$ cat config.mk
export PLATFORM = sky130hd
export DESIGN_NAME = gvg_datapath
export DESIGN_NICKNAME = d
export VERILOG_FILES = /design/src/rtl/core/gvg_pkg.sv /design/src/rtl/core/gvg_sine_rom.sv /design/src/rtl/core/gvg_datapath.sv
export SDC_FILE = /design/constraint.sdc
export NUM_CORES = 2
export LEC_CHECK = 0
export BUFFER_PORTS_ARGS = -buffer_cell sky130_fd_sc_hd__buf_4
export CAP_MARGIN = 20
export CORE_MARGIN = 5
export CORE_UTILIZATION = 50
export DETAILED_ROUTE_END_ITERATION = 7
export PLACE_DENSITY = 0.75
export SYNTH_ARGS = -nofsm -noshare
export SYNTH_HDL_FRONTEND = slang
export SYNTH_HIERARCHICAL = 1
export SYNTH_SLANG_ARGS = --single-unit
$ cat constraint.sdc
create_clock -name clock -period 12.78 [get_ports clock]
set_clock_uncertainty 0.1 [all_clocks]
set_input_delay 1.278 -clock clock [delete_from_list [all_inputs] [get_ports clock]]
set_output_delay 1.278 -clock clock [all_outputs]
set_load 0.02 [all_outputs]
$ cat src/rtl/core/gvg_pkg.sv
// Shared types, constants, microcode and sine table of the grid voltage generator.
`timescale 1ns / 1ps

package gvg_pkg;

   // Datapath geometry
   localparam int PHASE_BITS      = 32;
   localparam int SINE_INDEX_BITS = 10;
   localparam int SINE_BITS       = 16;
   localparam int SINE_QSIZE      = 2 ** (SINE_INDEX_BITS - 2);
   localparam int OUT_BITS        = 16;
   localparam int AMP_BITS        = 16;
   localparam int HAMP_BITS       = 15;
   localparam int ORDER_BITS      = 6;
   localparam int CSR_DATA_BITS   = 15;
   localparam int CSR_INDEX_BITS  = 2;
   localparam int MUL_A_BITS      = AMP_BITS + 1;
   localparam int PROD_BITS       = MUL_A_BITS + SINE_BITS;
   localparam int ACC_BITS        = PROD_BITS + 1;

   // One third of a turn, rounded
   localparam longint unsigned PHASE_THIRD_FULL = ((64'd1 << PHASE_BITS) + 64'd1) / 3;
   localparam logic [PHASE_BITS-1:0] PHASE_THIRD = PHASE_BITS'(PHASE_THIRD_FULL);

   // sqrt(2/3) in Q16
   localparam logic [15:0] AMP_SCALE_Q16 = 16'd53510;

   localparam longint unsigned HALF_PI_Q30 = 64'd1686629713;
   localparam int SINE_SH = 31 - SINE_BITS;
   localparam longint unsigned SINE_TOP = (64'd1 << (SINE_BITS - 1)) - 64'd1;

   localparam logic [CSR_DATA_BITS-1:0] SLEW_RESET = CSR_DATA_BITS'(16);

   // CSR indexes
   localparam logic [CSR_INDEX_BITS-1:0] CSR_HARMONIC_ORDER     = 2'd0;
   localparam logic [CSR_INDEX_BITS-1:0] CSR_HARMONIC_AMPLITUDE = 2'd1;
   localparam logic [CSR_INDEX_BITS-1:0] CSR_SLEW_STEP          = 2'd2;

   typedef struct packed {
      logic [ORDER_BITS-1:0] harmonic_order;
      logic [HAMP_BITS-1:0]  harmonic_amplitude;
      logic [CSR_DATA_BITS-1:0] slew_step;
   } cfg_type;

   // Quarter-wave sine, Q30 Taylor series through x^15, rounded to Q(SINE_BITS-1)
   function automatic longint unsigned quarter_sine(input int unsigned k);
      longint unsigned x;
      longint unsigned x2;
      longint unsigned term;
      longint unsigned q;
      longint sm;
      x    = (longint'(k) * HALF_PI_Q30) >> (SINE_INDEX_BITS - 2);
      x2   = (x * x) >> 30;
      term = x;
      sm   = longint'(x);
      term = ((term * x2) >> 30) / 6;   sm = sm - longint'(term);
      term = ((term * x2) >> 30) / 20;  sm = sm + longint'(term);
      term = ((term * x2) >> 30) / 42;  sm = sm - longint'(term);
      term = ((term * x2) >> 30) / 72;  sm = sm + longint'(term);
      term = ((term * x2) >> 30) / 110; sm = sm - longint'(term);
      term = ((term * x2) >> 30) / 156; sm = sm + longint'(term);
      term = ((term * x2) >> 30) / 210; sm = sm - longint'(term);
      if (sm < 0) begin
         sm = 0;
      end
      q = (longint'(sm) + (64'd1 << (SINE_SH - 1))) >> SINE_SH;
      if (q > SINE_TOP) begin
         q = SINE_TOP;
      end
      return q;
   endfunction

   typedef logic [SINE_BITS-2:0] sine_rom_type [SINE_QSIZE];

   function automatic sine_rom_type build_sine_rom();
      sine_rom_type rom;
      for (int k = 0; k < SINE_QSIZE; k++) begin
         rom[k] = (SINE_BITS - 1)'(quarter_sine(k));
      end
      return rom;
   endfunction

   localparam sine_rom_type SINE_ROM = build_sine_rom();
   localparam logic [SINE_BITS-2:0] SINE_PEAK = (SINE_BITS - 1)'(quarter_sine(SINE_QSIZE));

   // Angle select codes
   localparam logic [1:0] SEL_A = 2'd0;
   localparam logic [1:0] SEL_B = 2'd1;
   localparam logic [1:0] SEL_C = 2'd2;

   // Result register select
   localparam logic WR_A = 1'b0;
   localparam logic WR_B = 1'b1;

   // Sequencer conditions
   localparam logic [1:0] COND_NONE      = 2'd0;
   localparam logic [1:0] COND_WAIT_REQ  = 2'd1;
   localparam logic [1:0] COND_WAIT_OUT  = 2'd2;
   localparam logic [1:0] COND_SKIP_HARM = 2'd3;

   localparam int UCODE_LEN = 13;
   localparam int STEP_BITS = 4;

   localparam logic [STEP_BITS-1:0] STEP_IDLE   = 4'd0;
   localparam logic [STEP_BITS-1:0] STEP_WR_A   = 4'd4;
   localparam logic [STEP_BITS-1:0] STEP_WR_B   = 4'd8;
   localparam logic [STEP_BITS-1:0] STEP_COMMIT = 4'd12;

   typedef struct packed {
      logic       ld_in;
      logic       ld_theta;
      logic [1:0] theta_sel;
      logic       ld_hang;
      logic       ld_sin;
      logic       sin_hang;
      logic       mac_en;
      logic       mac_first;
      logic       mac_harm;
      logic       wr_en;
      logic       wr_sel;
      logic       commit;
   } ctrl_type;

   typedef struct packed {
      logic [1:0]           cond;
      logic [STEP_BITS-1:0] target;
      logic                 fin;
      ctrl_type             ctrl;
   } uword_type;

   typedef struct packed {
      logic out_busy;
      logic harm_off;
   } status_type;

   localparam ctrl_type C_HARM = '{ld_hang: 1'b1, ld_sin: 1'b1, default: '0};
   localparam ctrl_type C_MACF = '{mac_en: 1'b1, mac_first: 1'b1, ld_sin: 1'b1,
                                   sin_hang: 1'b1, default: '0};
   localparam ctrl_type C_MACH = '{mac_en: 1'b1, mac_harm: 1'b1, default: '0};

   localparam uword_type UCODE [UCODE_LEN] = '{
      // 0: take word, angle A
      '{cond: COND_WAIT_REQ, target: STEP_IDLE, fin: 1'b0,
        ctrl: '{ld_in: 1'b1, ld_theta: 1'b1, theta_sel: SEL_A, default: '0}},
      '{cond: COND_NONE, target: STEP_IDLE, fin: 1'b0, ctrl: C_HARM},
      '{cond: COND_SKIP_HARM, target: STEP_WR_A, fin: 1'b0, ctrl: C_MACF},
      '{cond: COND_NONE, target: STEP_IDLE, fin: 1'b0, ctrl: C_MACH},
      // 4: store A, angle B
      '{cond: COND_NONE, target: STEP_IDLE, fin: 1'b0,
        ctrl: '{ld_theta: 1'b1, theta_sel: SEL_B, wr_en: 1'b1, wr_sel: WR_A,
                default: '0}},
      '{cond: COND_NONE, target: STEP_IDLE, fin: 1'b0, ctrl: C_HARM},
      '{cond: COND_SKIP_HARM, target: STEP_WR_B, fin: 1'b0, ctrl: C_MACF},
      '{cond: COND_NONE, target: STEP_IDLE, fin: 1'b0, ctrl: C_MACH},
      // 8: store B, angle C
      '{cond: COND_NONE, target: STEP_IDLE, fin: 1'b0,
        ctrl: '{ld_theta: 1'b1, theta_sel: SEL_C, wr_en: 1'b1, wr_sel: WR_B,
                default: '0}},
      '{cond: COND_NONE, target: STEP_IDLE, fin: 1'b0, ctrl: C_HARM},
      '{cond: COND_SKIP_HARM, target: STEP_COMMIT, fin: 1'b0, ctrl: C_MACF},
      '{cond: COND_NONE, target: STEP_IDLE, fin: 1'b0, ctrl: C_MACH},
      // 12: wait for output register, publish, update state
      '{cond: COND_WAIT_OUT, target: STEP_IDLE, fin: 1'b1,
        ctrl: '{commit: 1'b1, default: '0}}
   };

endpackage

$ cat src/rtl/core/gvg_sine_rom.sv
// Full-wave sine lookup from the quarter-wave table.
`timescale 1ns / 1ps

module gvg_sine_rom import gvg_pkg::*; (
   input  logic [PHASE_BITS-1:0]       angle,
   output logic signed [SINE_BITS-1:0] value
);

   logic [SINE_INDEX_BITS-1:0] idx;
   logic [1:0]                 quad;
   logic [SINE_INDEX_BITS-3:0] k;
   logic [SINE_INDEX_BITS-3:0] k_mirror;
   logic [SINE_BITS-2:0]       mag;
   logic signed [SINE_BITS-1:0] mag_s;

   assign idx      = angle[PHASE_BITS-1 -: SINE_INDEX_BITS];
   assign quad     = idx[SINE_INDEX_BITS-1 -: 2];
   assign k        = idx[SINE_INDEX_BITS-3:0];
   assign k_mirror = '0 - k;

   always_comb begin
      if (!quad[0]) begin
         mag = SINE_ROM[k];
      end else if (k == '0) begin
         mag = SINE_PEAK;   // exactly a quarter or three-quarter turn
      end else begin
         mag = SINE_ROM[k_mirror];
      end
   end

   assign mag_s = $signed({1'b0, mag});
   assign value = quad[1] ? -mag_s : mag_s;

endmodule

$ cat src/rtl/core/gvg_datapath.sv
// Angle, sine, multiply-accumulate, saturation and tick state registers.
`timescale 1ns / 1ps

module gvg_datapath import gvg_pkg::*; (
   input  logic                        clock,
   input  logic                        reset,
   input  ctrl_type                    ctrl,
   input  cfg_type                     cfg,
   input  logic [15:0]                 req_line_voltage_target,
   input  logic [31:0]                 req_phase_step,
   input  logic                        rsp_stall,
   output logic                        rsp_valid,
   output logic signed [OUT_BITS-1:0]  rsp_phase_a_voltage,
   output logic signed [OUT_BITS-1:0]  rsp_phase_b_voltage,
   output logic signed [OUT_BITS-1:0]  rsp_phase_c_voltage,
   output logic                        rsp_clipped,
   output status_type                  status
);

   localparam int RND_BITS = ACC_BITS + 1;
   localparam int SHR_BITS = RND_BITS - (SINE_BITS - 1);
   localparam logic signed [RND_BITS-1:0] RND_HALF = RND_BITS'(2 ** (SINE_BITS - 2));
   localparam logic signed [SHR_BITS-1:0] VMAX = SHR_BITS'(2 ** (OUT_BITS - 1) - 1);
   localparam logic signed [SHR_BITS-1:0] VMIN = SHR_BITS'(-(2 ** (OUT_BITS - 1)));

   // tick state
   logic [PHASE_BITS-1:0] phase_ff, phase_in;
   logic [AMP_BITS-1:0]   amp_ff, amp_in;
   logic [HAMP_BITS-1:0]  hamp_ff;

   // working registers
   logic [PHASE_BITS-1:0]       step_ff;
   logic [AMP_BITS-1:0]         target_ff, target_in;
   logic [PHASE_BITS-1:0]       theta_ff, theta_in;
   logic [PHASE_BITS-1:0]       hang_ff;
   logic signed [SINE_BITS-1:0] sin_ff;
   logic signed [ACC_BITS-1:0]  acc_ff, acc_in;
   logic signed [OUT_BITS-1:0]  res_a_ff, res_b_ff;
   logic                        clip_ff;

   // output register
   logic                        rsp_valid_ff;
   logic signed [OUT_BITS-1:0]  rsp_a_ff, rsp_b_ff, rsp_c_ff;
   logic                        rsp_clip_ff;

   logic [2*AMP_BITS:0]               tgt_full;
   logic [PHASE_BITS+ORDER_BITS-1:0]  hprod;
   logic signed [SINE_BITS-1:0]       sine_val;
   logic signed [MUL_A_BITS-1:0]      mul_a;
   logic signed [PROD_BITS-1:0]       prod;
   logic signed [RND_BITS-1:0]        rnd;
   logic signed [SHR_BITS-1:0]        shr;
   logic                              sat;
   logic signed [OUT_BITS-1:0]        volt;
   logic [AMP_BITS-1:0]               slew;
   logic [AMP_BITS-1:0]               diff;

   // amplitude target, sqrt(2/3) rounded half up
   assign tgt_full  = (2 * AMP_BITS + 1)'(req_line_voltage_target) *
                      (2 * AMP_BITS + 1)'(AMP_SCALE_Q16) +
                      (2 * AMP_BITS + 1)'(2 ** (AMP_BITS - 1));
   assign target_in = tgt_full[2*AMP_BITS-1:AMP_BITS];

   always_comb begin
      unique case (ctrl.theta_sel)
         SEL_A:   theta_in = phase_ff;
         SEL_B:   theta_in = phase_ff - PHASE_THIRD;
         SEL_C:   theta_in = phase_ff + PHASE_THIRD;
         default: theta_in = phase_ff;
      endcase
   end

   assign hprod = (PHASE_BITS + ORDER_BITS)'(theta_ff) *
                  (PHASE_BITS + ORDER_BITS)'(cfg.harmonic_order);

   gvg_sine_rom u_sine (
      .angle (ctrl.sin_hang ? hang_ff : theta_ff),
      .value (sine_val)
   );

   assign mul_a  = ctrl.mac_harm ? $signed(MUL_A_BITS'(hamp_ff)) : $signed(MUL_A_BITS'(amp_ff));
   assign prod   = mul_a * sin_ff;
   assign acc_in = ctrl.mac_first ? ACC_BITS'(prod) : acc_ff + ACC_BITS'(prod);

   // round half up, then saturate
   assign rnd  = RND_BITS'(acc_ff) + RND_HALF;
   assign shr  = $signed(rnd[RND_BITS-1:SINE_BITS-1]);
   assign sat  = (shr > VMAX) || (shr < VMIN);
   always_comb begin
      priority if (shr > VMAX) begin
         volt = VMAX[OUT_BITS-1:0];
      end else if (shr < VMIN) begin
         volt = VMIN[OUT_BITS-1:0];
      end else begin
         volt = shr[OUT_BITS-1:0];
      end
   end

   // slew limiter
   assign slew = AMP_BITS'(cfg.slew_step);
   always_comb begin
      if (target_ff > amp_ff) begin
         diff   = target_ff - amp_ff;
         amp_in = (diff > slew) ? amp_ff + slew : target_ff;
      end else begin
         diff   = amp_ff - target_ff;
         amp_in = (diff > slew) ? amp_ff - slew : target_ff;
      end
   end

   assign phase_in = phase_ff + step_ff;

   always_ff @(posedge clock) begin
      if (reset) begin
         phase_ff     <= '0;
         amp_ff       <= '0;
         hamp_ff      <= '0;
         rsp_valid_ff <= 1'b0;
      end else begin
         if (ctrl.commit) begin
            phase_ff     <= phase_in;
            amp_ff       <= amp_in;
            hamp_ff      <= (cfg.harmonic_order == '0) ? '0 : cfg.harmonic_amplitude;
            rsp_valid_ff <= 1'b1;
         end else if (rsp_valid_ff && !rsp_stall) begin
            rsp_valid_ff <= 1'b0;
         end
      end
   end

   always_ff @(posedge clock) begin
      if (ctrl.ld_in) begin
         step_ff   <= req_phase_step;
         target_ff <= target_in;
      end
      if (ctrl.ld_theta) begin
         theta_ff <= theta_in;
      end
      if (ctrl.ld_hang) begin
         hang_ff <= hprod[PHASE_BITS-1:0];
      end
      if (ctrl.ld_sin) begin
         sin_ff <= sine_val;
      end
      if (ctrl.mac_en) begin
         acc_ff <= acc_in;
      end
      if (ctrl.ld_in) begin
         clip_ff <= 1'b0;
      end else if (ctrl.wr_en) begin
         clip_ff <= clip_ff | sat;
      end
      if (ctrl.wr_en && ctrl.wr_sel == WR_A) begin
         res_a_ff <= volt;
      end
      if (ctrl.wr_en && ctrl.wr_sel == WR_B) begin
         res_b_ff <= volt;
      end
      if (ctrl.commit) begin
         rsp_a_ff    <= res_a_ff;
         rsp_b_ff    <= res_b_ff;
         rsp_c_ff    <= volt;
         rsp_clip_ff <= clip_ff | sat;
      end
   end

   assign rsp_valid           = rsp_valid_ff;
   assign rsp_phase_a_voltage = rsp_a_ff;
   assign rsp_phase_b_voltage = rsp_b_ff;
   assign rsp_phase_c_voltage = rsp_c_ff;
   assign rsp_clipped         = rsp_clip_ff;

   assign status.out_busy = rsp_valid_ff && rsp_stall;
   assign status.harm_off = (hamp_ff == '0);

endmodule

# Word-level counts from Yosys, hierarchy flattened
# Memories as Yosys holds them, arrays and structs flattened.
# Index checks and enable logic that the tools add are counted.
# word_totals
regBits,308
latchBits,0
mem_bits_rw,0
rom_bits,7680
output_inout_bits,52
wordCells,77
n_memories,2
# op_classes
addsub,12
mul,3
div,0
order_cmp,7
eq_ne,2
shift,0
muxes,19
bitwise,4
n_reduce_logical,10
# mem_list
memory,words,word_bits,read_ports,rd_ports_with_merged_regs,write_ports,line,rtl
(no name shown),256,15,1,0,0,gvg_sine_rom.sv:27,mag = SINE_ROM[k_mirror];
(no name shown),256,15,1,0,0,gvg_sine_rom.sv:23,mag = SINE_ROM[k];
# ops
op,count
$mux W15,8
$mux W16,6
$pmux W32 S2,1
$add A34 B16 Y35 const B,1
$add A34 B33 Y34,1
$mux W34,1
$mul A17 B16 Y33,1
$add A32 B16 Y32 const B,1
$add A32 B31 Y32 const B,1
$add A32 B32 Y32,1
$gt A16 B15 Y1,2
$mul A32 B6 Y32,1
$mux W32,1
$sub A16 B16 Y16,2
$sub A32 B31 Y32 const B,1
$mul A16 B15 Y31 const B,1
$gt A20 B16 Y1 const B,1
$lt A20 B16 Y1 const B,1
$ge A9 B9 Y1 const B,2
$not A8 Y9,2
$add A16 B15 Y16,1
$gt A16 B16 Y1,1
$neg A15 Y16,1
$sub A16 B15 Y16,1
other kinds (13),17

# Depth between registers and ports, before layout
# logic_depth
word_depth,10
mapped_depth,38

# By module
# Netlist, hierarchy kept.
# modules_own_cells
mod,n_inst,cells_per_inst,area_per_inst_um2,seq_area_each_um2
gvg_datapath,1,3889,36160.9,8598.2
gvg_sine_rom,1,1529,9567.9,0.0

# Least setup slack after synthesis
# Ideal clock, no wire load.
# synth_timing
path_kind,input-to-reg
start,input port ctrl[3] (netlist name)
end,register acc_ff[33] (data pin)
setup_time_ns,0.266
t_arrival_ns,9.135
required_ns,12.414
slack_ns,3.279
cell_stages,35
path_buffers,2
cell_sequence,clkbuf_1 -> o21ai_0 -> clkbuf_1 -> nand2_1 -> fa_1 -> inv_1 -> fa_1 -> inv_1 -> fa_1 -> inv_1 -> fa_1 -> fa_1 -> inv_1 -> fa_1 -> inv_1 -> ha_1 -> a21o_1 -> a21o_1 -> a21oi_1 -> o21ai_0 -> a21o_1 -> a21oi_1 -> xnor2_1 -> ha_1 -> or3_1 -> o21ai_0 -> a21oi_1 -> a31oi_1 -> o21ai_2 -> a311o_2 -> a41oi_4 -> o31ai_2 -> xnor2_1 -> nor2_1 -> xor2_1
# synth_between
elab_chain_cells,4
# synth_lines
element,line,rtl
from (decl),gvg_datapath.sv:7,"input ctrl_type ctrl,"
$mux W16 (*),gvg_datapath.sv:81,assign mul_a = ctrl.mac_harm ? $signed(MUL_A_BITS'(hamp_ff)) : $signed(MUL_A_BITS'(amp_ff));
$mul A17 B16 Y33 (*),gvg_datapath.sv:82,assign prod = mul_a * sin_ff;
$add A34 B33 Y34,gvg_datapath.sv:83,assign acc_in = ctrl.mac_first ? ACC_BITS'(prod) : acc_ff + ACC_BITS'(prod);
$mux W34 (*),gvg_datapath.sv:83,
via acc_in[33],gvg_datapath.sv:37,"logic signed [ACC_BITS-1:0] acc_ff, acc_in;"
to (signal assigned),gvg_datapath.sv:146,acc_ff <= acc_in;
to (decl),gvg_datapath.sv:37,
# Mark *: on every way through the listed nets, which the timed path passes. The rest lies on a longest branch.
# A chain may end at the register's enable or synchronous reset.

# Worst setup path after layout
# Same ends and word-level chain as after synthesis.

==> flow_metrics.py <==
metrics = {
    "hold_path": {
        "hold_end": "rsp_phase_a_voltage[15]",
        "hold_class": "flip-flop to flip-flop",
        "hold_depth": 0,
        "hold_start": "res_a_ff[15]",
    },
    "sta": {
        "fin_tns_setup_ps": 0,
        "hold_violations": 0,
        "fin_crit_sh_pct": 76.03,
        "fin_crit_ps": 9717,
        "rsz0062_at_grt": "false",
        "tightest_slew_ps": 1235,
        "fmax_ghz": 0.1029,
        "fin_ws_ps": 3063,
        "holdWs_ps": 307.3,
        "slew_headroom_pct": 17.64,
        "setup_viol": 0,
        "slew_viol_final": 0,
    },
    "die": {
        "fp.dieArea_um2": 95140,
        "dieHeight_um": 308.4,
        "rows": 109,
        "core_um2": 88370,
        "dieWidth_um": 308.4,
        "initial_core_util_pct": 50.39,
        "io_pins": 152,
    },
    "synth": {
        "synth_area_um2": 44530,
        "avgSynthCellArea_um2": 8.355,
        "synthCells": 5330,
        "yosys_warnings": 6,
        "syn_nets": 6285,
    },
    "clocking": {
        "numCtsBuffers": 35,
        "cts_max_path_buffers": 3,
        "htree_levels": 2,
        "root_buffer": "clkbuf_16",
        "ctsResizeCount": 0,
        "hold_buffers": 0,
        "cts_sinks": 286,
        "post_cts_buffers": 0,
        "clk_latency_ps": 570,
        "path_clk_slew_ps": 60,
        "cts_tree": "yes",
    },
    "worst_setup_path": {
        "setup.worst_path.end_class": "flip-flop",
        "r2r_cells": 34,
        "cp_slowest_cell": "o21ai_1",
        "r2r-end": "acc_ff[33]",
        "regToRegSetupSlack_ps": 3380,
        "arrival_ps": 9900,
        "cp_max_fo": 33,
        "crit_type": "primary input to flip-flop",
        "critPathMaxStageDelay_ps": 590,
        "critPathLaunch": "ctrl[3]",
        "startpoint_type": "primary input",
        "required_ps": 12960,
        "reg2reg_from": "amp_ff[3]",
    },
    "drt": {
        "vias": 40570,
        "drcViolationCount": 0,
        "viasPerCell": 6.269,
        "finalWirelength_mm": 139.4,
        "first_pass_iters": 7,
        "drt_iter0_markers": 4446,
        "drtAntennaViolNets": 0,
        "wl_per_cell_um": 21.54,
    },
    "cells_and_area": {
        "final_nets": 6234,
        "area_growth_pct": 6.799,
        "post-route-util_pct": 53.82,
        "drive_gt1_share_pct": 7.257,
    },
    "global_routing": {
        "grt_overflow": 0,
        "first_global_vias": 39220,
        "gr-usage-all-layers_pct": 28.46,
        "antenna_found_initial": 4,
        "grt_pass1_wl_mm": 219.4,
        "grt_max_degree": 145,
    },
    "placement": {
        "globalplace.congestion": 1.033,
        "dp_worst_setup_slack_ps": 2692,
        "portBuffers": 151,
        "hpwl_mm": 105.3,
    },
    "run": {
        "maxCapViolCount": 0,
    },
    "status": {
        "outcome": "complete, no violations",
    },
}
-- worst max-delay path: cells and delay by family --
| kind | cells | cell delay (ps) |
|---|---|---|
| compound gates | 12 | 3410 |
| fa+ha+maj | 8 | 3230 |
| simple gates | 6 | 920 |
| buf+inv | 5 | 580 |
| xor+xnor | 3 | 430 |
-- metal layers --
layer / global-route usage [%] / share of wire (%) / routed length [µm]
met1: 38.87 / 41 / 57540
met5: 0 / 0.017 / 24
met2: 43.82 / 43 / 59870
met4: 11.14 / 4.7 / 6530
met3: 6.929 / 11 / 15400
-- worst max path at each step --
stage                            end  slack (ps)  cells past startpoint
after floorplan           acc_ff[33]        3280                     35
after global placement    acc_ff[33]        2550                     33
after detailed placement  acc_ff[33]        2690                     34
after CTS                 acc_ff[33]        3220                     34
after global routing      acc_ff[33]        2630                     34
final                     acc_ff[33]        3060                     34
-- metrics by stage --
stage / instances / cell area, µm²
after global routing: 6470 / 47560
after detailed placement: 6407 / 46320
after CTS: 6470 / 47560
after global placement: 6406 / 46310
after floorplan: 5330 / 44530
final: 6471 / 47560
-- cell usage in the layout, fill, tap and decap left out, types with 34 or more instances in the layout --
master       n
a21oi_1    341
buf_4      211
clkbuf_16   36
o211ai_1    35
nand2_1    625
fa_1       344
nor3_1      96
ha_1       510
edfxtp_1   221
xnor2_1    152
o21ai_0    311
o21a_1      36
o21bai_1    35
nand3_1    106
xor2_1      88
a21o_1      95
inv_1      587
nand4_1     37
nand2b_1    59
and2_1     141
dfxtp_1     65
a211oi_1    71
o31ai_1     34
nor2_1     282
nor2b_1     83
a31oi_1     66
mux2i_1     38
-- registers in the layout, indices dropped and copies added, names as in the netlist --
| name | cells |
|---|---|
| rsp_valid | 1 |
| clip_ff | 1 |
| hang_ff | 10 |
| res_b_ff | 16 |
| target_ff | 16 |
| sin_ff | 16 |
| rsp_phase_b_voltage | 16 |
| hamp_ff | 15 |
| amp_ff | 16 |
| step_ff | 32 |
| rsp_phase_c_voltage | 16 |
| theta_ff | 32 |
| acc_ff | 34 |
| rsp_phase_a_voltage | 16 |
| phase_ff | 32 |
| res_a_ff | 16 |
| rsp_clipped | 1 |
-- layout make-up --
class,instances,area (µm²)
Clock inverter,22,299.0
Sequential cell,286,7938
Inverter,596,2237
Clock buffer,41,939.7
Multi-Input combinational cell,4147,33070
Timing Repair Buffer,213,1615
Fill cell,8075,40810
Tap cell,1165,1458
Antenna cell,1,2.502
Power is not shown: default switching activity piles up to over one toggle a cycle in this logic, so the estimate is an artifact.
