<file path="src/rtl/core/gvg_pkg.sv">
// Shared types, constants, microcode and sine table of the grid voltage generator.
`timescale 1ns / 1ps

package gvg_pkg;

   // Datapath geometry
   localparam int PHASE_BITS      = 32;
   localparam int SINE_INDEX_BITS = 10;
   localparam int SINE_BITS       = 16;
   localparam int SINE_QSIZE      = 2 ** (SINE_INDEX_BITS - 2);
   localparam int OUT_BITS        = 16;
   localparam int AMP_BITS        = 16;
   localparam int HAMP_BITS       = 15;
   localparam int ORDER_BITS      = 6;
   localparam int CSR_DATA_BITS   = 15;
   localparam int CSR_INDEX_BITS  = 2;
   localparam int MUL_A_BITS      = AMP_BITS + 1;
   localparam int PROD_BITS       = MUL_A_BITS + SINE_BITS;
   localparam int ACC_BITS        = PROD_BITS + 1;

   // One third of a turn, rounded
   localparam longint unsigned PHASE_THIRD_FULL = ((64'd1 << PHASE_BITS) + 64'd1) / 3;
   localparam logic [PHASE_BITS-1:0] PHASE_THIRD = PHASE_BITS'(PHASE_THIRD_FULL);

   // sqrt(2/3) in Q16
   localparam logic [15:0] AMP_SCALE_Q16 = 16'd53510;

   localparam longint unsigned HALF_PI_Q30 = 64'd1686629713;
   localparam int SINE_SH = 31 - SINE_BITS;
   localparam longint unsigned SINE_TOP = (64'd1 << (SINE_BITS - 1)) - 64'd1;

   localparam logic [CSR_DATA_BITS-1:0] SLEW_RESET = CSR_DATA_BITS'(16);

   // CSR indexes
   localparam logic [CSR_INDEX_BITS-1:0] CSR_HARMONIC_ORDER     = 2'd0;
   localparam logic [CSR_INDEX_BITS-1:0] CSR_HARMONIC_AMPLITUDE = 2'd1;
   localparam logic [CSR_INDEX_BITS-1:0] CSR_SLEW_STEP          = 2'd2;

   typedef struct packed {
      logic [ORDER_BITS-1:0] harmonic_order;
      logic [HAMP_BITS-1:0]  harmonic_amplitude;
      logic [CSR_DATA_BITS-1:0] slew_step;
   } cfg_type;

   // Quarter-wave sine, Q30 Taylor series through x^15, rounded to Q(SINE_BITS-1)
   function automatic longint unsigned quarter_sine(input int unsigned k);
      longint unsigned x;
      longint unsigned x2;
      longint unsigned term;
      longint unsigned q;
      longint sm;
      x    = (longint'(k) * HALF_PI_Q30) >> (SINE_INDEX_BITS - 2);
      x2   = (x * x) >> 30;
      term = x;
      sm   = longint'(x);
      term = ((term * x2) >> 30) / 6;   sm = sm - longint'(term);
      term = ((term * x2) >> 30) / 20;  sm = sm + longint'(term);
      term = ((term * x2) >> 30) / 42;  sm = sm - longint'(term);
      term = ((term * x2) >> 30) / 72;  sm = sm + longint'(term);
      term = ((term * x2) >> 30) / 110; sm = sm - longint'(term);
      term = ((term * x2) >> 30) / 156; sm = sm + longint'(term);
      term = ((term * x2) >> 30) / 210; sm = sm - longint'(term);
      if (sm < 0) begin
         sm = 0;
      end
      q = (longint'(sm) + (64'd1 << (SINE_SH - 1))) >> SINE_SH;
      if (q > SINE_TOP) begin
         q = SINE_TOP;
      end
      return q;
   endfunction

   typedef logic [SINE_BITS-2:0] sine_rom_type [SINE_QSIZE];

   function automatic sine_rom_type build_sine_rom();
      sine_rom_type rom;
      for (int k = 0; k < SINE_QSIZE; k++) begin
         rom[k] = (SINE_BITS - 1)'(quarter_sine(k));
      end
      return rom;
   endfunction

   localparam sine_rom_type SINE_ROM = build_sine_rom();
   localparam logic [SINE_BITS-2:0] SINE_PEAK = (SINE_BITS - 1)'(quarter_sine(SINE_QSIZE));

   // Angle select codes
   localparam logic [1:0] SEL_A = 2'd0;
   localparam logic [1:0] SEL_B = 2'd1;
   localparam logic [1:0] SEL_C = 2'd2;

   // Result register select
   localparam logic WR_A = 1'b0;
   localparam logic WR_B = 1'b1;

   // Sequencer conditions
   localparam logic [1:0] COND_NONE      = 2'd0;
   localparam logic [1:0] COND_WAIT_REQ  = 2'd1;
   localparam logic [1:0] COND_WAIT_OUT  = 2'd2;
   localparam logic [1:0] COND_SKIP_HARM = 2'd3;

   localparam int UCODE_LEN = 13;
   localparam int STEP_BITS = 4;

   localparam logic [STEP_BITS-1:0] STEP_IDLE   = 4'd0;
   localparam logic [STEP_BITS-1:0] STEP_WR_A   = 4'd4;
   localparam logic [STEP_BITS-1:0] STEP_WR_B   = 4'd8;
   localparam logic [STEP_BITS-1:0] STEP_COMMIT = 4'd12;

   typedef struct packed {
      logic       ld_in;
      logic       ld_theta;
      logic [1:0] theta_sel;
      logic       ld_hang;
      logic       ld_sin;
      logic       sin_hang;
      logic       mac_en;
      logic       mac_first;
      logic       mac_harm;
      logic       wr_en;
      logic       wr_sel;
      logic       commit;
   } ctrl_type;

   typedef struct packed {
      logic [1:0]           cond;
      logic [STEP_BITS-1:0] target;
      logic                 fin;
      ctrl_type             ctrl;
   } uword_type;

   typedef struct packed {
      logic out_busy;
      logic harm_off;
   } status_type;

   localparam ctrl_type C_HARM = '{ld_hang: 1'b1, ld_sin: 1'b1, default: '0};
   localparam ctrl_type C_MACF = '{mac_en: 1'b1, mac_first: 1'b1, ld_sin: 1'b1,
                                   sin_hang: 1'b1, default: '0};
   localparam ctrl_type C_MACH = '{mac_en: 1'b1, mac_harm: 1'b1, default: '0};

   localparam uword_type UCODE [UCODE_LEN] = '{
      // 0: take word, angle A
      '{cond: COND_WAIT_REQ, target: STEP_IDLE, fin: 1'b0,
        ctrl: '{ld_in: 1'b1, ld_theta: 1'b1, theta_sel: SEL_A, default: '0}},
      '{cond: COND_NONE, target: STEP_IDLE, fin: 1'b0, ctrl: C_HARM},
      '{cond: COND_SKIP_HARM, target: STEP_WR_A, fin: 1'b0, ctrl: C_MACF},
      '{cond: COND_NONE, target: STEP_IDLE, fin: 1'b0, ctrl: C_MACH},
      // 4: store A, angle B
      '{cond: COND_NONE, target: STEP_IDLE, fin: 1'b0,
        ctrl: '{ld_theta: 1'b1, theta_sel: SEL_B, wr_en: 1'b1, wr_sel: WR_A,
                default: '0}},
      '{cond: COND_NONE, target: STEP_IDLE, fin: 1'b0, ctrl: C_HARM},
      '{cond: COND_SKIP_HARM, target: STEP_WR_B, fin: 1'b0, ctrl: C_MACF},
      '{cond: COND_NONE, target: STEP_IDLE, fin: 1'b0, ctrl: C_MACH},
      // 8: store B, angle C
      '{cond: COND_NONE, target: STEP_IDLE, fin: 1'b0,
        ctrl: '{ld_theta: 1'b1, theta_sel: SEL_C, wr_en: 1'b1, wr_sel: WR_B,
                default: '0}},
      '{cond: COND_NONE, target: STEP_IDLE, fin: 1'b0, ctrl: C_HARM},
      '{cond: COND_SKIP_HARM, target: STEP_COMMIT, fin: 1'b0, ctrl: C_MACF},
      '{cond: COND_NONE, target: STEP_IDLE, fin: 1'b0, ctrl: C_MACH},
      // 12: wait for output register, publish, update state
      '{cond: COND_WAIT_OUT, target: STEP_IDLE, fin: 1'b1,
        ctrl: '{commit: 1'b1, default: '0}}
   };

endpackage

</file>
<file path="src/rtl/core/gvg_sequencer.sv">
// Microcode step counter with wait and skip conditions.
`timescale 1ns / 1ps

module gvg_sequencer import gvg_pkg::*; (
   input  logic       clock,
   input  logic       reset,
   input  logic       req_valid,
   input  status_type status,
   output logic       req_stall,
   output ctrl_type   ctrl
);

   logic [STEP_BITS-1:0] step_ff;
   logic [STEP_BITS-1:0] step_in;
   uword_type            word;
   logic                 hold;
   logic                 jump;

   assign word = UCODE[step_ff];
   assign hold = ((word.cond == COND_WAIT_REQ) && !req_valid) ||
                 ((word.cond == COND_WAIT_OUT) && status.out_busy);
   assign jump = (word.cond == COND_SKIP_HARM) && status.harm_off;

   always_comb begin
      priority if (hold) begin
         step_in = step_ff;
      end else if (jump) begin
         step_in = word.target;
      end else if (word.fin) begin
         step_in = STEP_IDLE;
      end else begin
         step_in = step_ff + STEP_BITS'(1);
      end
   end

   always_ff @(posedge clock) begin
      if (reset) begin
         step_ff <= STEP_IDLE;
      end else begin
         step_ff <= step_in;
      end
   end

   assign ctrl      = hold ? '0 : word.ctrl;
   assign req_stall = (step_ff != STEP_IDLE);

endmodule

</file>
<file path="config.mk">
export PLATFORM = sky130hd
export DESIGN_NAME = gvg_sequencer
export DESIGN_NICKNAME = d
export VERILOG_FILES = /design/src/rtl/core/gvg_pkg.sv /design/src/rtl/core/gvg_sequencer.sv
export SDC_FILE = /design/constraint.sdc
export NUM_CORES = 1
export LEC_CHECK = 0
export BUFFER_PORTS_ARGS = -buffer_cell sky130_fd_sc_hd__clkbuf_2
export CAP_MARGIN = 10
export CORE_AREA = 2 2 39 41
export CTS_BUF_LIST = sky130_fd_sc_hd__clkbuf_16
export DETAILED_ROUTE_END_ITERATION = 8
export DIE_AREA = 0 0 41 43
export HOLD_SLACK_MARGIN = 0.06
export PLACE_DENSITY_LB_ADDON = 0.05
export SYNTH_ARGS = -nofsm -noshare
export SYNTH_HDL_FRONTEND = slang
export SYNTH_SLANG_ARGS = --single-unit
</file>
<file path="constraint.sdc">
create_clock -name clock -period 2.5 [get_ports clock]
set_input_delay 0.125 -clock clock [delete_from_list [all_inputs] [get_ports clock]]
set_output_delay 0.125 -clock clock [all_outputs]
set_load 0.05 [all_outputs]
</file>
======== After elaboration in Yosys (flattened, before gate mapping) ========
Memories as Yosys holds them, arrays and structs flattened.
Cells that the tools add are included.
operators by class
  equal/unequal tests ..................... 3
  bitwise gates (word level) .............. 1
  div/mod/pow operators ................... 0
  shift-type cells ........................ 0
  $lt $le $gt $ge ......................... 1
  $add $sub $neg .......................... 1
  muxes and demuxes ....................... 5
  reductions and logical operators ........ 6
  $mul .................................... 0
operator list
  cell                                                              number
  20-bit two-way mux                                                2
  13-bit two-way mux                                                1
  4-bit two-way mux                                                 2
  5-bit >= comparator (second input constant)                       1
  4-bit NOT with 5-bit output                                       1
  4-bit by 1-bit adder with 4-bit output (second input constant)    1
  2-bit == test (second input constant)                             2
  4-bit nonzero test                                                1
  1-bit logical AND                                                 3
  2-bit by 1-bit == test with 1-bit output (second input constant)  1
  1-bit zero test                                                   1
  1-bit logical OR                                                  1
word-level totals
  word-level logic and storage cells ...... 19
  memory bits (read-only) ................. 320
  bits in writable memories ............... 0
  input port bits ......................... 5
  output and inout port bits .............. 14
  memories ................................ 1
  bits in registers ....................... 4
  bits in latches ......................... 0
memories
  memory           words  bits a word  read ports  clocked after memory_dff  write ports  RTL line             source
  (no name shown)  16     20           1           0                         0            gvg_sequencer.sv:19  assign word = UCODE[step_ff];

======== Logic depth before layout (Yosys ltp) ========
Gate-level depths: netlist of run 1.
  depth after elaboration ................. 8
  mapped depth ............................ 9
  depth with buffers taken out ............ 7

======== Worst setup path before layout of run 1 ========
OpenSTA, ideal clock, no wires.
  path type ............................... register to output
  start point ............................. register step_ff[0]
  end point ............................... output port ctrl[6] (netlist bit)
  setup slack ............................. -8 ps
  arrival ................................. 2383 ps
  required time ........................... 2375 ps
  path buffers ............................ 2
  cell stages (with the launch flop) ...... 10
  path through ............................ dfxtp_1 > inv_1 > ha_1 > and4b_1 > o21ai_1 > a2bb2oi_2 > buf_6 > a21oi_1 > and2_1 > buf_4
RTL lines
  what                      RTL line             source
  start: declaration        gvg_sequencer.sv:13  logic [STEP_BITS-1:0] step_ff;
  start signal: assignment  gvg_sequencer.sv:40  step_ff <= step_in;
  end: declaration          gvg_sequencer.sv:10  output ctrl_type ctrl

==> flow_metrics.py, run 1 <==
metrics = {
    "run_status": {
        "outcome": "finished clean",
    },
    "critical_path": {
        "critPathLaunchType": "register",
        "crit_start": "step_ff[1]",
        "crit_path_max_fanout": 12,
        "required_ns": 2.38,
        "critPathKind": "reg -> out",
        "arrival_ns": 2.18,
        "r2r_cells": 6,
        "reg2reg_from": "step_ff[1]",
        "cp-endpoint": "ctrl[4]",
        "cp-end-kind": "output pin",
        "rrSetupSlack_ns": 0.64,
        "r2r-end": "step_ff[0]",
    },
    "clocking": {
        "cts-root-buf": "clkbuf_16",
        "clock_latency_ns": 0.22,
        "cts_buffers": 3,
        "tritoncts": "built",
        "cts_hold_buffers": 0,
        "clk_pin_slew_worst_paths_ns": 0.03,
        "cts_setup_buffers": 0,
        "cts_max_path_buffers": 2,
        "cts_sinks": 4,
        "cts_htree_levels": 1,
    },
    "die": {
        "fp.dieH_um": 43,
        "core_area_um2": 1384,
        "die_w_um": 41,
        "die-area_um2": 1763,
        "num_io_pins": 19,
        "rows": 14,
        "initial_core_util": 0.3689,
    },
    "timing": {
        "finClkSkew_ns": 0.0008722,
        "slew_viol_final": 0,
        "tightestPinTransition_ns": 0.3969,
        "maxSlewHeadroom": 0.7350,
        "max_freq_mhz": 433.5,
        "hold_viol": 0,
        "rsz0062_at_grt": "false",
        "layout_min_cycle_time_ns": 2.307,
        "tns_ns": 0,
        "period_share": 0.9227,
        "fin_ws_ns": 0.1932,
        "setup_viol": 0,
    },
    "power_and_ir_drop": {
        "peakVddDrop_uv": 782.7,
        "p_per_area_nw_per_um2": 1411,
        "leakage_nw": 0.3100,
        "switching_share": 0.5294,
        "p_comb_frac": 0.627,
        "pwr-share-clk": 0.258,
        "p_int_mw": 0.4480,
        "seqPwrFrac": 0.115,
        "p_total_mw": 0.9519,
        "power.net_switching_mw": 0.5039,
    },
    "worst_hold_path": {
        "hp-start": "reset",
        "hp-class": "in -> reg",
    },
    "synthesis": {
        "syn_inst": 66,
        "synth_area_um2": 510.5,
        "yosysSeqAreaShare": 0.1569,
        "synth_nets": 78,
        "ys_seq_elements": 4,
        "synth_area_per_cell_um2": 7.735,
        "ys_types": 24,
        "synth_warnings": 0,
    },
    "cells_and_area": {
        "fin_cells": 99,
        "largest_reg_flops": 4,
        "fill_cells": 143,
        "drive_gt1_frac": 0.3373,
        "final_common_cell": "clkbuf_2",
        "layout_common_cells": "clkbuf_2, inv_1, nor2_1, ha_1",
        "top_register": "step_ff",
        "diodes": 0,
        "syn_to_final_growth_pct": 32.11,
        "nets": 97,
        "top_regs": "step_ff (4)",
        "final_area_um2": 674.4,
    },
    "detailed_routing": {
        "vias": 504,
        "drt_first_iter_violations": 5,
        "dr.pass1.iters": 4,
        "final_antenna_net_count": 0,
        "wl_per_cell_um": 11.61,
        "vias_per_cell": 5.091,
        "wirelength_um": 1149,
        "route.detailed.drc": 0,
    },
    "global_routing": {
        "grt_max_degree": 13,
        "grt_usage": 0.1503,
        "antenna_found_initial": 0,
        "grt-ovfl-total": 0,
        "grt_pass1_vias": 418,
        "grt_pass1_wl_um": 1807,
    },
    "place": {
        "dp_cells": 96,
        "dpl.hpwl_um": 893.4,
        "io_buffers": 18,
        "place.gp.congestion": 0.8098,
        "place_area_um2": 584.3,
        "place_ws_ns": 0.3700,
    },
    "job": {
        "drv_cap": 0,
    },
}
## cell type report
class | count | area (um^2) | area share
tap | 16 | 20.02 | 0.02968
timing repair buffer | 19 | 97.59 | 0.1447
clock buffer | 3 | 75.07 | 0.1113
sequential | 4 | 80.08 | 0.1187
inverter | 7 | 26.28 | 0.03896
multi-input combinational | 50 | 375.4 | 0.5566
## synthesized netlist by cell type
cell / instances / area, um^2
nand3_1: 1 / 5.000
a221oi_4: 1 / 26.28
mux2i_1: 1 / 10.01
a2bb2oi_2: 1 / 15.01
nand2_1: 6 / 22.52
buf_6: 2 / 22.52
nand2b_1: 1 / 6.260
and4b_1: 1 / 10.01
inv_1: 7 / 26.28
nand2b_4: 1 / 13.76
a21boi_0: 1 / 7.510
o21ai_0: 3 / 15.01
buf_4: 3 / 22.52
or3_1: 2 / 12.51
nor2_1: 7 / 26.28
a32o_1: 1 / 10.01
o21ai_1: 1 / 5.000
nor3_1: 2 / 10.01
and3_2: 1 / 7.510
dfxtp_1: 4 / 80.08
ha_1: 7 / 87.58
a211o_1: 1 / 8.760
and2_1: 4 / 25.02
a21oi_1: 7 / 35.03
## cells by family (layout without fill, tap and decap cells)
group	count (synthesis)	count (layout)	share of synthesized area
AND/OR/NAND/NOR	26	26	0.2721
multiplexers	1	1	0.01961
AO/OA/AOI/OAI	16	16	0.2402
buffers and inverters	12	29	0.1397
flip-flops	4	4	0.1569
adder cells (fa/ha/maj)	7	7	0.1716
## worst max-delay path: stages, from the launching register on
cell,delay [ns]
dfxtp_1,0.44
ha_1,0.27
inv_1,0.06
a21boi_0,0.32
a2bb2oi_4,0.32
a21oi_2,0.09
and2_2,0.22
clkbuf_2,0.23
## power groups by stage
stage,registers (mW),logic (mW),clock network [mW]
finish,0.110,0.597,0.246
global route,0.114,0.644,0.257
CTS,0.109,0.583,0.250
detailed placement,0.110,0.581,0
global placement,0.109,0.581,0
floorplan,0.106,0.487,0
## worst min-delay path by stage
stage,slack (ns),depth (start not counted),endpoint
2_1_floorplan,0.19,1,step_ff[1]
3_3_place_gp,0.37,2,step_ff[1]
3_5_place_dp,0.37,2,step_ff[1]
4_1_cts,0.14,2,step_ff[1]
5_1_grt,0.15,2,step_ff[1]
6_report,0.14,2,step_ff[1]
## stage by stage
step	utilization	hold slack, ns
2_1_floorplan	-	0.1941
3_5_place_dp	0.4222	0.3735
3_3_place_gp	0.4222	0.3712
6_report	0.4873	0.1440
5_1_grt	0.4873	0.1528
4_1_cts	0.4765	0.1417
## what timing repair did
item	in CTS	in global routing
resized for setup	0	2
endpoints found under the hold margin	0	0
endpoints found under the setup margin	0	5
## layer usage
| layer | up-vias | wire (um) | global-route usage |
|---|---|---|---|
| li1 | 257 | - | - |
| met1 | 238 | 569 | 0.2045 |
| met2 | 7 | 534 | 0.2125 |
| met3 | 2 | 34 | 0.01571 |
| met4 | 0 | 11 | 0.1000 |
| met5 | - | 0 | 0 |
(Power assumes the default switching activity.)
==> inputs of run 2 (changes only) <==
--- a/config.mk
+++ b/config.mk
@@ -5,14 +5,15 @@
 export SDC_FILE = /design/constraint.sdc
 export NUM_CORES = 1
 export LEC_CHECK = 0
+export ABC_AREA = 1
 export BUFFER_PORTS_ARGS = -buffer_cell sky130_fd_sc_hd__clkbuf_2
-export CAP_MARGIN = 10
+export CAP_MARGIN = 5
 export CORE_AREA = 2 2 39 41
 export CTS_BUF_LIST = sky130_fd_sc_hd__clkbuf_16
 export DETAILED_ROUTE_END_ITERATION = 8
 export DIE_AREA = 0 0 41 43
 export HOLD_SLACK_MARGIN = 0.06
-export PLACE_DENSITY_LB_ADDON = 0.05
+export PLACE_DENSITY = 0.64
 export SYNTH_ARGS = -nofsm -noshare
 export SYNTH_HDL_FRONTEND = slang
 export SYNTH_SLANG_ARGS = --single-unit
==> run 2 against run 1 <==
  * Via count rose by 11%
  * Utilization unchanged
  * Hold slack got worse by 0.060 ns
  * Register-to-register slack better by 0.21 ns
  * Critical path type unchanged
  * Routed wire length decreased by 1.6%
  * Critical endpoint is now ctrl[9]
  * First-iteration DRC count is 20% higher
  * Largest cell class unchanged
  * Worst setup slack improved by 0.11 ns
  * Design area unchanged
  * Die area stayed put
==> flow_metrics.py, run 2 <==
metrics = {
    "critical_path": {
        "cp_top_family": "simple AND/OR/NAND/NOR gates",
        "rrSetupSlack_ns": 0.85,
        "crit_path_top_delay_cell": "dfxtp_1",
        "crit_path_max_fanout": 7,
        "crit_chain": "inv_1, ha_1, nand3_1, nand3_2, nand2_1, nand2_2, nand2_4, nand2_2, nor3_1, clkbuf_2",
        "critPathLaunchType": "register",
        "cp_common_cell": "nand2_2",
        "critPathKind": "reg -> out",
        "critPathBufInv": 2,
        "cp-end-kind": "output pin",
        "required_ns": 2.38,
        "max_stage_delay_ns": 0.43,
        "arrival_ns": 2.07,
    },
    "global_routing": {
        "grt_max_degree": 10,
        "grt_pass1_wl_um": 1828,
        "top_usage_layer": "met2",
        "grt_pass1_vias": 486,
        "grt-ovfl-total": 0,
        "use_met1": 0.1699,
        "antenna_found_initial": 0,
        "met3_usage": 0.01571,
        "met2_usage": 0.2438,
        "grt_usage": 0.1515,
    },
    "clocking": {
        "cts_sinks": 4,
        "cts-root-buf": "clkbuf_16",
        "cts_buffers": 3,
        "clk_pin_slew_worst_paths_ns": 0.03,
        "cts_resized": 0,
        "cts_htree_levels": 1,
        "cts_max_path_buffers": 2,
        "cts_setup_buffers": 0,
        "clock_latency_ns": 0.22,
        "tritoncts": "built",
        "cts_hold_buffers": 0,
    },
    "die": {
        "core_area_um2": 1384,
        "num_io_pins": 19,
        "fp.dieH_um": 43,
        "initial_core_util": 0.3608,
        "die_w_um": 41,
        "die-area_um2": 1763,
        "rows": 14,
    },
    "cells_and_area": {
        "diodes": 0,
        "regArea_um2": 80.08,
        "syn_to_final_growth_pct": 35.09,
        "top_regs": "step_ff (4)",
        "final_common_cell": "nand2_1",
        "top_register": "step_ff",
        "nets": 117,
        "drive_gt1_frac": 0.2718,
        "fill_cells": 151,
        "largest_reg_flops": 4,
        "multi_input_area_um2": 365.4,
        "layout_common_cells": "nand2_1, nor2_1, clkbuf_2",
    },
    "synthesis": {
        "synth_warnings": 0,
        "synthAdderAreaFrac": 0.1754,
        "yosysSeqAreaShare": 0.1604,
        "ys_types": 15,
        "synth_compound_area_frac": 0.02005,
        "synth_top_area_share": 0.1754,
        "async_reset_ff_frac": 0,
        "synth_top_family_by_area": "simple AND/OR/NAND/NOR gates",
        "synthTopCellsByArea": "ha_1, dfxtp_1, nand2_1",
        "synth_edf_count": 0,
        "synthSimpleGateAreaFrac": 0.5263,
        "synth_area_leader_cell": "ha_1",
        "syn_inst": 84,
        "muxShareOfSynthArea": 0,
        "synth_nets": 96,
        "synth-xor-area-share": 0,
        "synth_area_um2": 499.2,
        "ys_seq_elements": 4,
        "synth_common_cells": "nand2_1, nor2_1, inv_1",
        "synth_area_per_cell_um2": 5.943,
        "yosys_most_used_dff": "dfxtp_1",
        "synth_most_common_cell": "nand2_1",
    },
    "detailed_routing": {
        "dr.pass1.iters": 4,
        "route.detailed.drc": 0,
        "wl_per_cell_um": 9.504,
        "vias": 557,
        "wirelength_um": 1131,
        "drt_first_iter_violations": 6,
        "final_antenna_net_count": 0,
        "vias_per_cell": 4.681,
    },
    "timing": {
        "hold_viol": 0,
        "slew_viol_final": 0,
        "period_share": 0.8797,
        "rsz0062_at_grt": "false",
        "tns_ns": 0,
        "setup_viol": 0,
        "max_freq_mhz": 454.7,
        "layout_min_cycle_time_ns": 2.199,
        "finClkSkew_ns": 0.001692,
        "maxSlewHeadroom": 0.8180,
        "tightestPinTransition_ns": 0.2726,
    },
    "run_status": {
        "outcome": "finished clean",
    },
    "job": {
        "drv_cap": 0,
    },
    "place": {
        "io_buffers": 18,
        "dpl.hpwl_um": 938.9,
        "place.gp.congestion": 0.8022,
    },
    "worst_hold_path": {
        "hp-class": "in -> reg",
    },
}
==> run 2: changes by cell type after synthesis, moves of 3 or more <==
| cell | delta |
|---|---|
| nand2_1 | +14 |
| nor2_1 | +12 |
| nand3_1 | +6 |
| a21oi_1 | -5 |
| and2_1 | -4 |
| inv_1 | +3 |
| nor3_1 | +3 |
| o21ai_0 | -3 |
==> run 2: worst reg2reg max path, cell delays in order (launching register included) <==
cell and delay (ns):
dfxtp_1 0.43, inv_1 0.13, ha_1 0.24, nand3_1 0.10
nand3_2 0.12, nand2_1 0.09, nand2_2 0.09, nand2_4 0.10
inv_4 0.07, nor2_1 0.12, nor2_1 0.05
==> run 2: layer usage <==
metal / vias to the layer above / wire (um)
met5: - / 0
met4: 0 / 0
met3: 0 / 41
met2: 13 / 553
met1: 244 / 535
li1: 300 / -
==> run 2: cell type report <==
cell class,instances,area share
Sequential cell,4,0.1187
Multi-Input combinational cell,67,0.5417
Timing Repair Buffer,18,0.1336
Tap cell,16,0.02968
Inverter,11,0.06494
Clock buffer,3,0.1113
==> run 2: worst paths after layout <==
path	from	to	cells past startpoint
min	reset	step_ff[1]	2
max	step_ff[0]	ctrl[9]	10
max reg2reg	step_ff[0]	step_ff[2]	10
min reg2reg	step_ff[0]	step_ff[0]	2
==> run 2: per-stage QoR <==
step	utilization	hold WS, ns	std cells	worst slack [ns]	area, um^2
5_1_grt	0.4873	0.1088	119	0.1178	674.4
2_1_floorplan	-	0.1941	84	0.06470	504.2
3_5_place_dp	0.4331	0.3104	116	0.5304	599.3
3_3_place_gp	0.4331	0.2989	116	0.6073	599.3
4_1_cts	0.4873	0.07875	119	0.2905	674.4
6_report	0.4873	0.08392	119	0.3007	674.4
==> run 2: cell families after synthesis <==
family,count (synthesis)
buf+inv,13
fa+ha+maj,7
flops,4
compound gates,2
simple gates,58
Power of run 2 is left out: the tool's default activity adds up to more than one toggle a clock period on the data nets, which glitch-free logic cannot reach.
==> inputs of run 3 (changes only) <==
==> constraint.sdc (replaced) <==
create_clock -name clock -period 2.5 [get_ports clock]
set_input_delay 0.125 -clock clock [delete_from_list [all_inputs] [get_ports clock]]
set_output_delay 0.125 -clock clock [all_outputs]
set_load 0.02 [all_outputs]
==> run 3 against run 2 <==
  * Routed wire length increased by 1.1%
  * Hold slack lost 0.012 ns
  * Non-clock buffer count did not move
==> flow_metrics.py, run 3 (synthesis results as in run 2) <==
metrics = {
    "run_status": {
        "outcome": "finished clean",
    },
    "die": {
        "die_w_um": 41,
        "fp.dieH_um": 43,
        "core_area_um2": 1384,
        "initial_core_util": 0.3608,
        "num_io_pins": 19,
        "rows": 14,
        "die-area_um2": 1763,
    },
    "timing": {
        "layout_min_cycle_time_ns": 2.141,
        "period_share": 0.8562,
        "whs_ns": 0.07199,
        "slew_viol_final": 0,
        "maxSlewHeadroom": 0.8303,
        "tightestPinTransition_ns": 0.2542,
        "hold_viol": 0,
        "finClkSkew_ns": 0.001020,
        "fin_ws_ns": 0.3594,
        "max_freq_mhz": 467.2,
        "setup_viol": 0,
        "tns_ns": 0,
        "rsz0062_at_grt": "false",
    },
    "clocking": {
        "cts-root-buf": "clkbuf_16",
        "cts_setup_buffers": 0,
        "clk_pin_slew_worst_paths_ns": 0.03,
        "cts_htree_levels": 1,
        "cts_resized": 0,
        "clock_latency_ns": 0.22,
        "cts_hold_buffers": 0,
        "cts_sinks": 4,
        "cts_buffers": 3,
        "tritoncts": "built",
        "cts_max_path_buffers": 2,
    },
    "job": {
        "drv_cap": 0,
    },
    "detailed_routing": {
        "vias_per_cell": 4.613,
        "wl_per_cell_um": 9.613,
        "final_antenna_net_count": 0,
        "route.detailed.drc": 0,
        "drt_first_iter_violations": 8,
        "dr.pass1.iters": 4,
        "wirelength_um": 1144,
        "vias": 549,
    },
    "cells_and_area": {
        "regArea_um2": 80.08,
        "top_regs": "step_ff (4)",
        "diodes": 0,
        "drive_gt1_frac": 0.2621,
        "largest_reg_flops": 4,
        "top_register": "step_ff",
        "layout_common_cells": "nand2_1, nor2_1, clkbuf_2",
        "fill_cells": 149,
        "nets": 117,
        "final_common_cell": "nand2_1",
        "multi_input_area_um2": 360.3,
        "syn_to_final_growth_pct": 34.09,
    },
    "global_routing": {
        "grt_usage": 0.1474,
        "grt_pass1_vias": 450,
        "grt_max_degree": 10,
        "grt_pass1_wl_um": 1752,
        "grt-ovfl-total": 0,
        "antenna_found_initial": 0,
    },
    "critical_path": {
        "critPathLaunchType": "register",
        "arrival_ns": 2.02,
        "cp-end-kind": "output pin",
        "crit_path_max_fanout": 7,
        "required_ns": 2.38,
        "critPathKind": "reg -> out",
    },
    "place": {
        "io_buffers": 18,
        "place.gp.congestion": 0.7565,
        "dpl.hpwl_um": 942.1,
        "place_ws_ns": 0.5966,
    },
    "worst_hold_path": {
        "hp-class": "in -> reg",
    },
}
-- run 3: cell counts in the layout (fill, tap and decap cells not counted) --
No cell type changed its count.
-- run 3: per-layer routing --
layer / vias up / part of all wire / track usage
li1: 300 / - / -
met1: 236 / 0.46 / 0.1667
met2: 13 / 0.50 / 0.2406
met3: 0 / 0.032 / 0.01571
met4: 0 / 0 / 0.1000
met5: - / 0 / 0
-- run 3: final cells by class --
class	instances	share of cell area
clock buffer	3	0.1121
inverter	11	0.06542
multi-input combinational	67	0.5383
sequential	4	0.1196
tap	16	0.02991
timing repair buffer	18	0.1346
-- run 3: path summary, 6_finish.rpt --
path	from	to	slack, ns	cells after the start
hold reg to reg	step_ff[0]	step_ff[0]	0.58	2
hold / removal	reset	step_ff[1]	0.07	2
setup reg to reg	step_ff[0]	step_ff[2]	0.85	10
setup / recovery	step_ff[0]	ctrl[10]	0.36	10
-- run 3: worst max-delay path, stage by stage, from the launching register on --
cell,delay [ns]
dfxtp_1,0.44
inv_1,0.13
ha_1,0.24
nand3_1,0.10
nand3_2,0.12
nand2_1,0.09
nand2_2,0.09
nand2_4,0.11
nand2_2,0.08
nor3_1,0.19
clkbuf_2,0.21
-- run 3: stage by stage --
step | util | std cells | cell area (um^2)
4_1_cts | 0.4837 | 119 | 669.4
2_1_floorplan | - | 84 | 499.2
3_5_place_dp | 0.4295 | 116 | 594.3
5_1_grt | 0.4837 | 119 | 669.4
6_report | 0.4837 | 119 | 669.4
3_3_place_gp | 0.4295 | 116 | 594.3
Power of run 3 is left out for the same reason.
